$ cat src/rtl/drs_pkg.sv
// Shared definitions for the digit run extractor and sorter.
// Holds character constants, the controller state type and the command and
// status structs that join the controller to the datapath. No dependencies.
package drs_pkg;

   localparam logic [7:0] CHAR_ZERO    = 8'h30;
   localparam logic [7:0] CHAR_NINE    = 8'h39;
   localparam logic [7:0] CHAR_NEWLINE = 8'h0A;
   localparam int         DIGIT_BITS   = 4;

   typedef enum logic [2:0] {
      ST_IDLE,
      ST_CHECK,
      ST_READ_A,
      ST_LOAD_A,
      ST_STEP,
      ST_CMP
   } ctl_state_type;

   typedef struct packed {
      logic clear_line;
      logic init_a;
      logic inc_a;
      logic set_b;
      logic rd_en;
      logic rd_sel_b;
      logic latch_cur;
      logic cmp;
      logic emit;
      logic emit_none;
   } ctl_cmd_type;

   typedef struct packed {
      logic line_end;
      logic count_zero;
      logic b_lt_count;
      logic a_is_last;
   } ctl_status_type;

endpackage

$ cat src/rtl/drs_ctrl.sv
// Controller state machine for the digit run extractor and sorter.
// Sequences the end-of-line sort passes and result transfers; uses drs_pkg.
module drs_ctrl (
   input  logic                    clock,
   input  logic                    reset,
   input  logic                    accept,
   input  drs_pkg::ctl_status_type status,
   output drs_pkg::ctl_cmd_type    cmd,
   output logic                    busy
);
   import drs_pkg::*;

   ctl_state_type state_ff;
   ctl_state_type state_in;

   always_ff @(posedge clock) begin
      if (reset) begin
         state_ff <= ST_IDLE;
      end else begin
         state_ff <= state_in;
      end
   end

   always_comb begin
      state_in = state_ff;
      case (state_ff)
         ST_IDLE: begin
            if (accept && status.line_end) begin
               state_in = ST_CHECK;
            end
         end
         ST_CHECK: begin
            if (status.count_zero) begin
               state_in = ST_IDLE;
            end else begin
               state_in = ST_READ_A;
            end
         end
         ST_READ_A: begin
            state_in = ST_LOAD_A;
         end
         ST_LOAD_A: begin
            state_in = ST_STEP;
         end
         ST_STEP: begin
            if (status.b_lt_count) begin
               state_in = ST_CMP;
            end else if (status.a_is_last) begin
               state_in = ST_IDLE;
            end else begin
               state_in = ST_READ_A;
            end
         end
         ST_CMP: begin
            state_in = ST_STEP;
         end
         default: begin
            state_in = ST_IDLE;
         end
      endcase
   end

   always_comb begin
      cmd  = '0;
      busy = (state_ff != ST_IDLE);
      case (state_ff)
         ST_IDLE: begin
         end
         ST_CHECK: begin
            if (status.count_zero) begin
               cmd.emit_none  = 1'b1;
               cmd.clear_line = 1'b1;
            end else begin
               cmd.init_a = 1'b1;
            end
         end
         ST_READ_A: begin
            cmd.rd_en = 1'b1;
            cmd.set_b = 1'b1;
         end
         ST_LOAD_A: begin
            cmd.latch_cur = 1'b1;
         end
         ST_STEP: begin
            if (status.b_lt_count) begin
               cmd.rd_en    = 1'b1;
               cmd.rd_sel_b = 1'b1;
            end else begin
               cmd.emit = 1'b1;
               if (status.a_is_last) begin
                  cmd.clear_line = 1'b1;
               end else begin
                  cmd.inc_a = 1'b1;
               end
            end
         end
         ST_CMP: begin
            cmd.cmp = 1'b1;
         end
         default: begin
            cmd = '0;
         end
      endcase
   end

endmodule

$ cat src/rtl/drs_datapath.sv
// Datapath of the digit run extractor and sorter: digit accumulator,
// number store memory, sort pointers and result registers; uses drs_pkg.
module drs_datapath #(
   parameter int MAX_NUMBERS = 64,
   parameter int VALUE_BITS  = 31
) (
   input  logic                    clock,
   input  logic                    reset,
   input  logic                    accept,
   input  logic [7:0]              req_character,
   input  logic                    req_end_of_line,
   input  drs_pkg::ctl_cmd_type    cmd,
   output drs_pkg::ctl_status_type status,
   output logic                    rsp_valid,
   output logic [VALUE_BITS-1:0]   rsp_value,
   output logic                    rsp_last,
   output logic                    rsp_none_found,
   output logic                    rsp_overflow
);
   import drs_pkg::*;

   localparam int CNT_W  = $clog2(MAX_NUMBERS + 1);
   localparam int ADDR_W = (MAX_NUMBERS > 1) ? $clog2(MAX_NUMBERS) : 1;
   localparam int EXT_W  = VALUE_BITS + 4;
   localparam logic [VALUE_BITS-1:0] VALUE_MAX = '1;

   logic [VALUE_BITS-1:0] store_mem [MAX_NUMBERS];

   logic [VALUE_BITS-1:0] acc_ff, acc_in;
   logic                  in_number_ff, in_number_in;
   logic                  ovf_ff, ovf_in;
   logic [CNT_W-1:0]      count_ff, count_in;
   logic [ADDR_W-1:0]     a_ff, a_in;
   logic [CNT_W-1:0]      b_ff, b_in;
   logic [VALUE_BITS-1:0] cur_ff, cur_in;
   logic [VALUE_BITS-1:0] rd_data_ff;
   logic                  rsp_valid_ff, rsp_valid_in;
   logic [VALUE_BITS-1:0] rsp_value_ff, rsp_value_in;
   logic                  rsp_last_ff, rsp_last_in;
   logic                  rsp_none_ff, rsp_none_in;
   logic                  rsp_ovf_ff, rsp_ovf_in;

   logic                  is_digit;
   logic                  line_end;
   logic [DIGIT_BITS-1:0] digit;
   logic [EXT_W-1:0]      acc_ext;
   logic [EXT_W-1:0]      prod;
   logic                  saturate;
   logic                  add_digit;
   logic                  close_run;
   logic                  store_ok;
   logic                  close_wr;
   logic                  swap_wr;
   logic                  wr_en;
   logic [ADDR_W-1:0]     wr_addr;
   logic [VALUE_BITS-1:0] wr_data;
   logic [ADDR_W-1:0]     rd_addr;

   assign is_digit  = req_character inside {[CHAR_ZERO:CHAR_NINE]};
   assign line_end  = req_end_of_line || (req_character == CHAR_NEWLINE);
   assign digit     = DIGIT_BITS'(req_character - CHAR_ZERO);
   assign acc_ext   = EXT_W'(acc_ff);
   assign prod      = (acc_ext << 3) + (acc_ext << 1) + EXT_W'(digit);
   assign saturate  = prod > EXT_W'(VALUE_MAX);
   assign add_digit = accept && !line_end && is_digit;
   assign close_run = accept && (line_end || !is_digit);
   assign store_ok  = count_ff < CNT_W'(MAX_NUMBERS);
   assign close_wr  = close_run && in_number_ff && store_ok;
   assign swap_wr   = cmd.cmp && (cur_ff > rd_data_ff);
   assign wr_en     = close_wr || swap_wr;
   assign wr_addr   = swap_wr ? b_ff[ADDR_W-1:0] : count_ff[ADDR_W-1:0];
   assign wr_data   = swap_wr ? cur_ff : acc_ff;
   assign rd_addr   = cmd.rd_sel_b ? b_ff[ADDR_W-1:0] : a_ff;

   assign status.line_end   = line_end;
   assign status.count_zero = (count_ff == '0);
   assign status.b_lt_count = (b_ff < count_ff);
   assign status.a_is_last  = ((CNT_W'(a_ff) + CNT_W'(1)) == count_ff);

   always_ff @(posedge clock) begin
      if (wr_en) begin
         store_mem[wr_addr] <= wr_data;
      end
   end

   always_ff @(posedge clock) begin
      if (cmd.rd_en) begin
         rd_data_ff <= store_mem[rd_addr];
      end
   end

   always_comb begin
      acc_in       = acc_ff;
      in_number_in = in_number_ff;
      ovf_in       = ovf_ff;
      count_in     = count_ff;
      if (add_digit) begin
         in_number_in = 1'b1;
         if (saturate) begin
            acc_in = VALUE_MAX;
            ovf_in = 1'b1;
         end else begin
            acc_in = prod[VALUE_BITS-1:0];
         end
      end
      if (close_run) begin
         in_number_in = 1'b0;
         acc_in       = '0;
         if (in_number_ff) begin
            if (store_ok) begin
               count_in = count_ff + CNT_W'(1);
            end else begin
               ovf_in = 1'b1;
            end
         end
      end
      if (cmd.clear_line) begin
         count_in     = '0;
         acc_in       = '0;
         in_number_in = 1'b0;
         ovf_in       = 1'b0;
      end
   end

   always_comb begin
      a_in   = a_ff;
      b_in   = b_ff;
      cur_in = cur_ff;
      if (cmd.init_a) begin
         a_in = '0;
      end else if (cmd.inc_a) begin
         a_in = a_ff + ADDR_W'(1);
      end
      if (cmd.set_b) begin
         b_in = CNT_W'(a_ff) + CNT_W'(1);
      end else if (cmd.cmp) begin
         b_in = b_ff + CNT_W'(1);
      end
      if (cmd.latch_cur || swap_wr) begin
         cur_in = rd_data_ff;
      end
   end

   always_comb begin
      rsp_valid_in = cmd.emit || cmd.emit_none;
      rsp_value_in = cmd.emit_none ? '0 : cur_ff;
      rsp_last_in  = cmd.emit_none || status.a_is_last;
      rsp_none_in  = cmd.emit_none;
      rsp_ovf_in   = ovf_ff;
   end

   always_ff @(posedge clock) begin
      if (reset) begin
         acc_ff       <= '0;
         in_number_ff <= 1'b0;
         ovf_ff       <= 1'b0;
         count_ff     <= '0;
         rsp_valid_ff <= 1'b0;
      end else begin
         acc_ff       <= acc_in;
         in_number_ff <= in_number_in;
         ovf_ff       <= ovf_in;
         count_ff     <= count_in;
         rsp_valid_ff <= rsp_valid_in;
      end
   end

   always_ff @(posedge clock) begin
      a_ff   <= a_in;
      b_ff   <= b_in;
      cur_ff <= cur_in;
      if (rsp_valid_in) begin
         rsp_value_ff <= rsp_value_in;
         rsp_last_ff  <= rsp_last_in;
         rsp_none_ff  <= rsp_none_in;
         rsp_ovf_ff   <= rsp_ovf_in;
      end
   end

   assign rsp_valid      = rsp_valid_ff;
   assign rsp_value      = rsp_value_ff;
   assign rsp_last       = rsp_last_ff;
   assign rsp_none_found = rsp_none_ff;
   assign rsp_overflow   = rsp_ovf_ff;

endmodule

$ cat src/rtl/digit_run_extract_and_sort.sv
// Top level of the digit run extractor and sorter.
// Joins drs_ctrl and drs_datapath; uses drs_pkg for the command and status structs.

// Characters are taken one per clock while busy is low, and a digit run or a
// closed number never raises busy. An end of line (end_of_line set, or a
// newline character) raises busy while the stored numbers are sorted through
// the single read port of the number store, and also on a line without
// numbers. The sorted values leave one at a time, the smallest first, each
// held on the rsp_ ports for one cycle while rsp_valid is high; every transfer
// completes at that edge, so the receiver must take each one as it comes.
module digit_run_extract_and_sort #(
   parameter int MAX_NUMBERS = 64,
   parameter int VALUE_BITS  = 31
) (
   input  logic                  clock,
   input  logic                  reset,
   input  logic                  start,
   output logic                  busy,
   input  logic [7:0]            req_character,
   input  logic                  req_end_of_line,
   output logic                  rsp_valid,
   output logic [VALUE_BITS-1:0] rsp_value,
   output logic                  rsp_last,
   output logic                  rsp_none_found,
   output logic                  rsp_overflow
);
   import drs_pkg::*;

   ctl_cmd_type    cmd;
   ctl_status_type status;
   logic           accept;

   assign accept = start && !busy;

   drs_ctrl u_ctrl (
      .clock  (clock),
      .reset  (reset),
      .accept (accept),
      .status (status),
      .cmd    (cmd),
      .busy   (busy)
   );

   drs_datapath #(
      .MAX_NUMBERS (MAX_NUMBERS),
      .VALUE_BITS  (VALUE_BITS)
   ) u_datapath (
      .clock           (clock),
      .reset           (reset),
      .accept          (accept),
      .req_character   (req_character),
      .req_end_of_line (req_end_of_line),
      .cmd             (cmd),
      .status          (status),
      .rsp_valid       (rsp_valid),
      .rsp_value       (rsp_value),
      .rsp_last        (rsp_last),
      .rsp_none_found  (rsp_none_found),
      .rsp_overflow    (rsp_overflow)
   );

   a_reset_idle: assert property (@(posedge clock) reset |=> !busy)
      else $error("Controller is not idle after reset.");

   a_eol_busy: assert property (@(posedge clock) disable iff (reset)
      (accept && status.line_end) |=> busy)
      else $error("End of line did not start the sort.");

   a_none_last: assert property (@(posedge clock) disable iff (reset)
      (rsp_valid && rsp_none_found) |-> rsp_last)
      else $error("Empty line result is not marked last.");

   a_last_idle: assert property (@(posedge clock) disable iff (reset)
      (rsp_valid && rsp_last) |-> !busy)
      else $error("Controller still busy after the final transfer.");

endmodule

$ cat config.mk
export PLATFORM = sky130hd
export DESIGN_NAME = digit_run_extract_and_sort
export DESIGN_NICKNAME = d
export VERILOG_FILES = /design/src/rtl/drs_pkg.sv /design/src/rtl/drs_ctrl.sv /design/src/rtl/drs_datapath.sv /design/src/rtl/digit_run_extract_and_sort.sv
export SDC_FILE = /design/constraint.sdc
export NUM_CORES = 2
export LEC_CHECK = 0
export BUFFER_PORTS_ARGS = -buffer_cell sky130_fd_sc_hd__buf_2
export CAP_MARGIN = 10
export CORE_ASPECT_RATIO = 1.4
export CORE_UTILIZATION = 50
export DETAILED_ROUTE_END_ITERATION = 12
export PLACE_DENSITY = 0.75
export SETUP_SLACK_MARGIN = 0.05
export SLEW_MARGIN = 20
export SYNTH_ARGS = -nofsm -noshare
export SYNTH_HDL_FRONTEND = slang
export SYNTH_SLANG_ARGS = --single-unit
export TNS_END_PERCENT = 20
$ cat constraint.sdc
create_clock -name clock -period 5.55 [get_ports clock]
set_input_delay 0.8325 -clock clock [delete_from_list [all_inputs] [get_ports clock]]
set_output_delay 0.8325 -clock clock [all_outputs]
set_load 0.005 [all_outputs]
==> run metrics <==
result of the run complete, no violations; core outline area roughly 0.17 sq mm; design area 0.0954 sq mm; most frequent cells in the layout edfxtp_1 (2087), mux4_2 (496), nand2_1 (392), buf_4 (194), clkbuf_16 (177); final std cells w/o fill a little under 7000; Synth Net Count roughly 4400; WL/cell 33.1 um; Die Width around 350 um; cts bufs inserted approximately 180; Reg clk slew, reported paths 70 ps; Tmin final a little over 5000 ps; CP max FO 40; Post-Syn Instances between 4000 and 5000; sequential fraction of the synthesis area about three quarters; Fin. Hold Viols 0; Worst EP required between 6000 and 7000 ps; grt ovf 0; max-slew violations 0; CTS Root Cell clkbuf_16; HP Class in -> reg; FP Rows 178; CP arrival 5740 ps; clock skew a little under 50 ps; synth warn 0; Area growth syn-to-layout 13.2%; ratio of final minimum period to clock period between 90% and 100%; critical path endpoint category flip-flop; Starting Density about half; final setup fails 0; RePlAce Congestion about 0.96; setup TNS 0 ps; layout cells sized above 1 approximately a quarter; P per Cell Area 331 mW/mm^2; CTS tree done; # DRC 0; Detailed Route WL 228000 um; 1st-pass router iterations 6; Nets between 4000 and 5000; synthesized cell area ~0.084 sq mm; WHS about 240 ps; die area about 0.17 sq mm; Slew headroom a little under a quarter; CTS Buffer Depth 3; register bit total from synthesis ~2100; gr usage total a little over a quarter; 1st-iter DRT viols roughly 5700; post-cts sizing count 0; DP HPWL roughly 130000 um; vias in the first global route about 45000; placed insts between 6000 and 7000; Filler Cells Inserted 11814; clk sinks approximately 2100; leakage power about 30 nW; vias per cell 6.41; height of the die roughly 490 um; worst-margin pin slew 1160 ps; CTS HTree Levels 4; Yosys cell types 63; Synth async-reset ratio 0%; # hold bufs at CTS 0; I/O pin total 48; Syn Area/Cell 19.9 sq um; max-cap viol count 0; commonest non-fill, non-tap cell in the layout edfxtp_1; RSZ-0062 raised after global routing no; FMAX around 0.19 GHz; Setup Crit Path Kind reg -> reg; Max IR drop VDD roughly 0.34 mV; Critical Path Source Type flip-flop; DP Area a little under 0.09 sq mm; port bufs 47; detailed-route via count ~44000; post-CTS setup buffer count 0; DRT antenna net count 0; initial antenna violation count 11; Post-synth EDFFs 2087; largest net degree at the start of global routing 67; first-pass GRT wire length around 320000 um; dominant synthesized flop cell edfxtp_1; Worst-Skew Late Latency between 800 and 900 ps
-- cells by family after synthesis --
kind of cell             share of synthesized area (%)
buffers and inverters                             1.36
flip-flops                                        75.5
AND/OR/NAND/NOR                                   4.28
XOR/XNOR                                         0.530
multiplexers                                      13.8
adder cells (fa/ha/maj)                           1.56
AO/OA/AOI/OAI                                     3.00
-- report_power, final --
part	total [W]	switching (W)	internal (W)	leakage (nW)
clock	0.0128	0.00579	0.00702	2.88
sequential	0.0178	0.0000349	0.0178	19.3
combinational	0.000969	0.000687	0.000281	8.15
total	0.0316	0.00652	0.0251	30.3
-- metrics by stage --
| step | util, % | total power (W) | setup WS (ps) |
|---|---|---|---|
| after floorplan | - | 0.0187 | 113 |
| after global placement | 53.4 | 0.0191 | 506 |
| after detailed placement | 53.4 | 0.0191 | 472 |
| after CTS | 56.9 | 0.0317 | 397 |
| after global routing | 56.9 | 0.0323 | 216 |
| final | 56.9 | 0.0316 | 351 |
-- metal layers --
metal / vias to the layer above / GRT usage (%) / routed length (um)
li1: 17878 / - / -
met1: 22959 / 32.8 / 77700
met2: 2714 / 43.6 / 110000
met3: 549 / 5.11 / 21600
met4: 6 / 18.6 / 18100
met5: - / 0 / 39
-- state kept, by name, indices dropped and copies added (netlist names) --
| signal | count |
|---|---|
| u_datapath.store_mem | 1984 |
| u_datapath.acc_ff | 31 |
| u_datapath.cur_ff | 31 |
| u_datapath.rd_data_ff | 31 |
| u_datapath.rsp_value | 31 |
| u_datapath.b_ff | 7 |
| u_datapath.count_ff | 7 |
| u_datapath.a_ff | 6 |
| u_ctrl.state_ff | 3 |
| u_datapath.in_number_ff | 1 |
| u_datapath.ovf_ff | 1 |
| u_datapath.rsp_last | 1 |
| u_datapath.rsp_none_found | 1 |
| u_datapath.rsp_overflow | 1 |
| u_datapath.rsp_valid | 1 |
-- area by class of cell --
class / instances / area, sq um / area share [%]
Tap cell: 2250 / 2820 / 2.95
Clock inverter: 105 / 1340 / 1.41
Sequential cell: 2137 / 63700 / 66.7
Antenna cell: 3 / 7.51 / 0.00787
Inverter: 58 / 218 / 0.228
Multi-Input combinational cell: 1834 / 20500 / 21.4
Timing Repair Buffer: 272 / 2310 / 2.42
Clock buffer: 220 / 4610 / 4.83
-- worst max-delay path: stages, from the launching register on --
cell and delay, ps:
edfxtp_1 700, ha_1 240, nor2b_1 50, o21a_1 160, o21a_1 160, o21a_1 160
o21ai_0 510, a211oi_1 190, nor3_1 770, nor2_4 220, buf_12 250, mux2_2 920
buf_4 540
-- Yosys cell counts, types with 33 or more instances --
cell type	number	area [sq um]
nand4_1	112	701
ha_1	102	1280
a22oi_1	98	736
mux2_2	33	372
a21oi_1	75	375
dfxtp_1	50	1000
and2_1	33	206
mux4_2	496	11200
nor2_1	104	390
inv_1	55	206
and3_1	38	238
o21ai_0	40	200
edfxtp_1	2087	62700
nand2_1	392	1470
buf_2	83	415
o22ai_1	39	244
clkbuf_1	107	402
-- path summary, 6_finish.rpt --
path / startpoint / to / slack [ps] / cells after the start
worst min-delay path: reset / u_datapath.rsp_valid / 240 / 2
worst min register to register: u_datapath.rd_data_ff[14] / u_datapath.cur_ff[14] / 450 / 0
worst max-delay path: u_datapath.rd_data_ff[0] / u_datapath.store_mem[18][6] / 350 / 12
worst max register to register: u_datapath.rd_data_ff[0] / u_datapath.store_mem[18][6] / 350 / 12
Power figures use the tool's default switching activity.
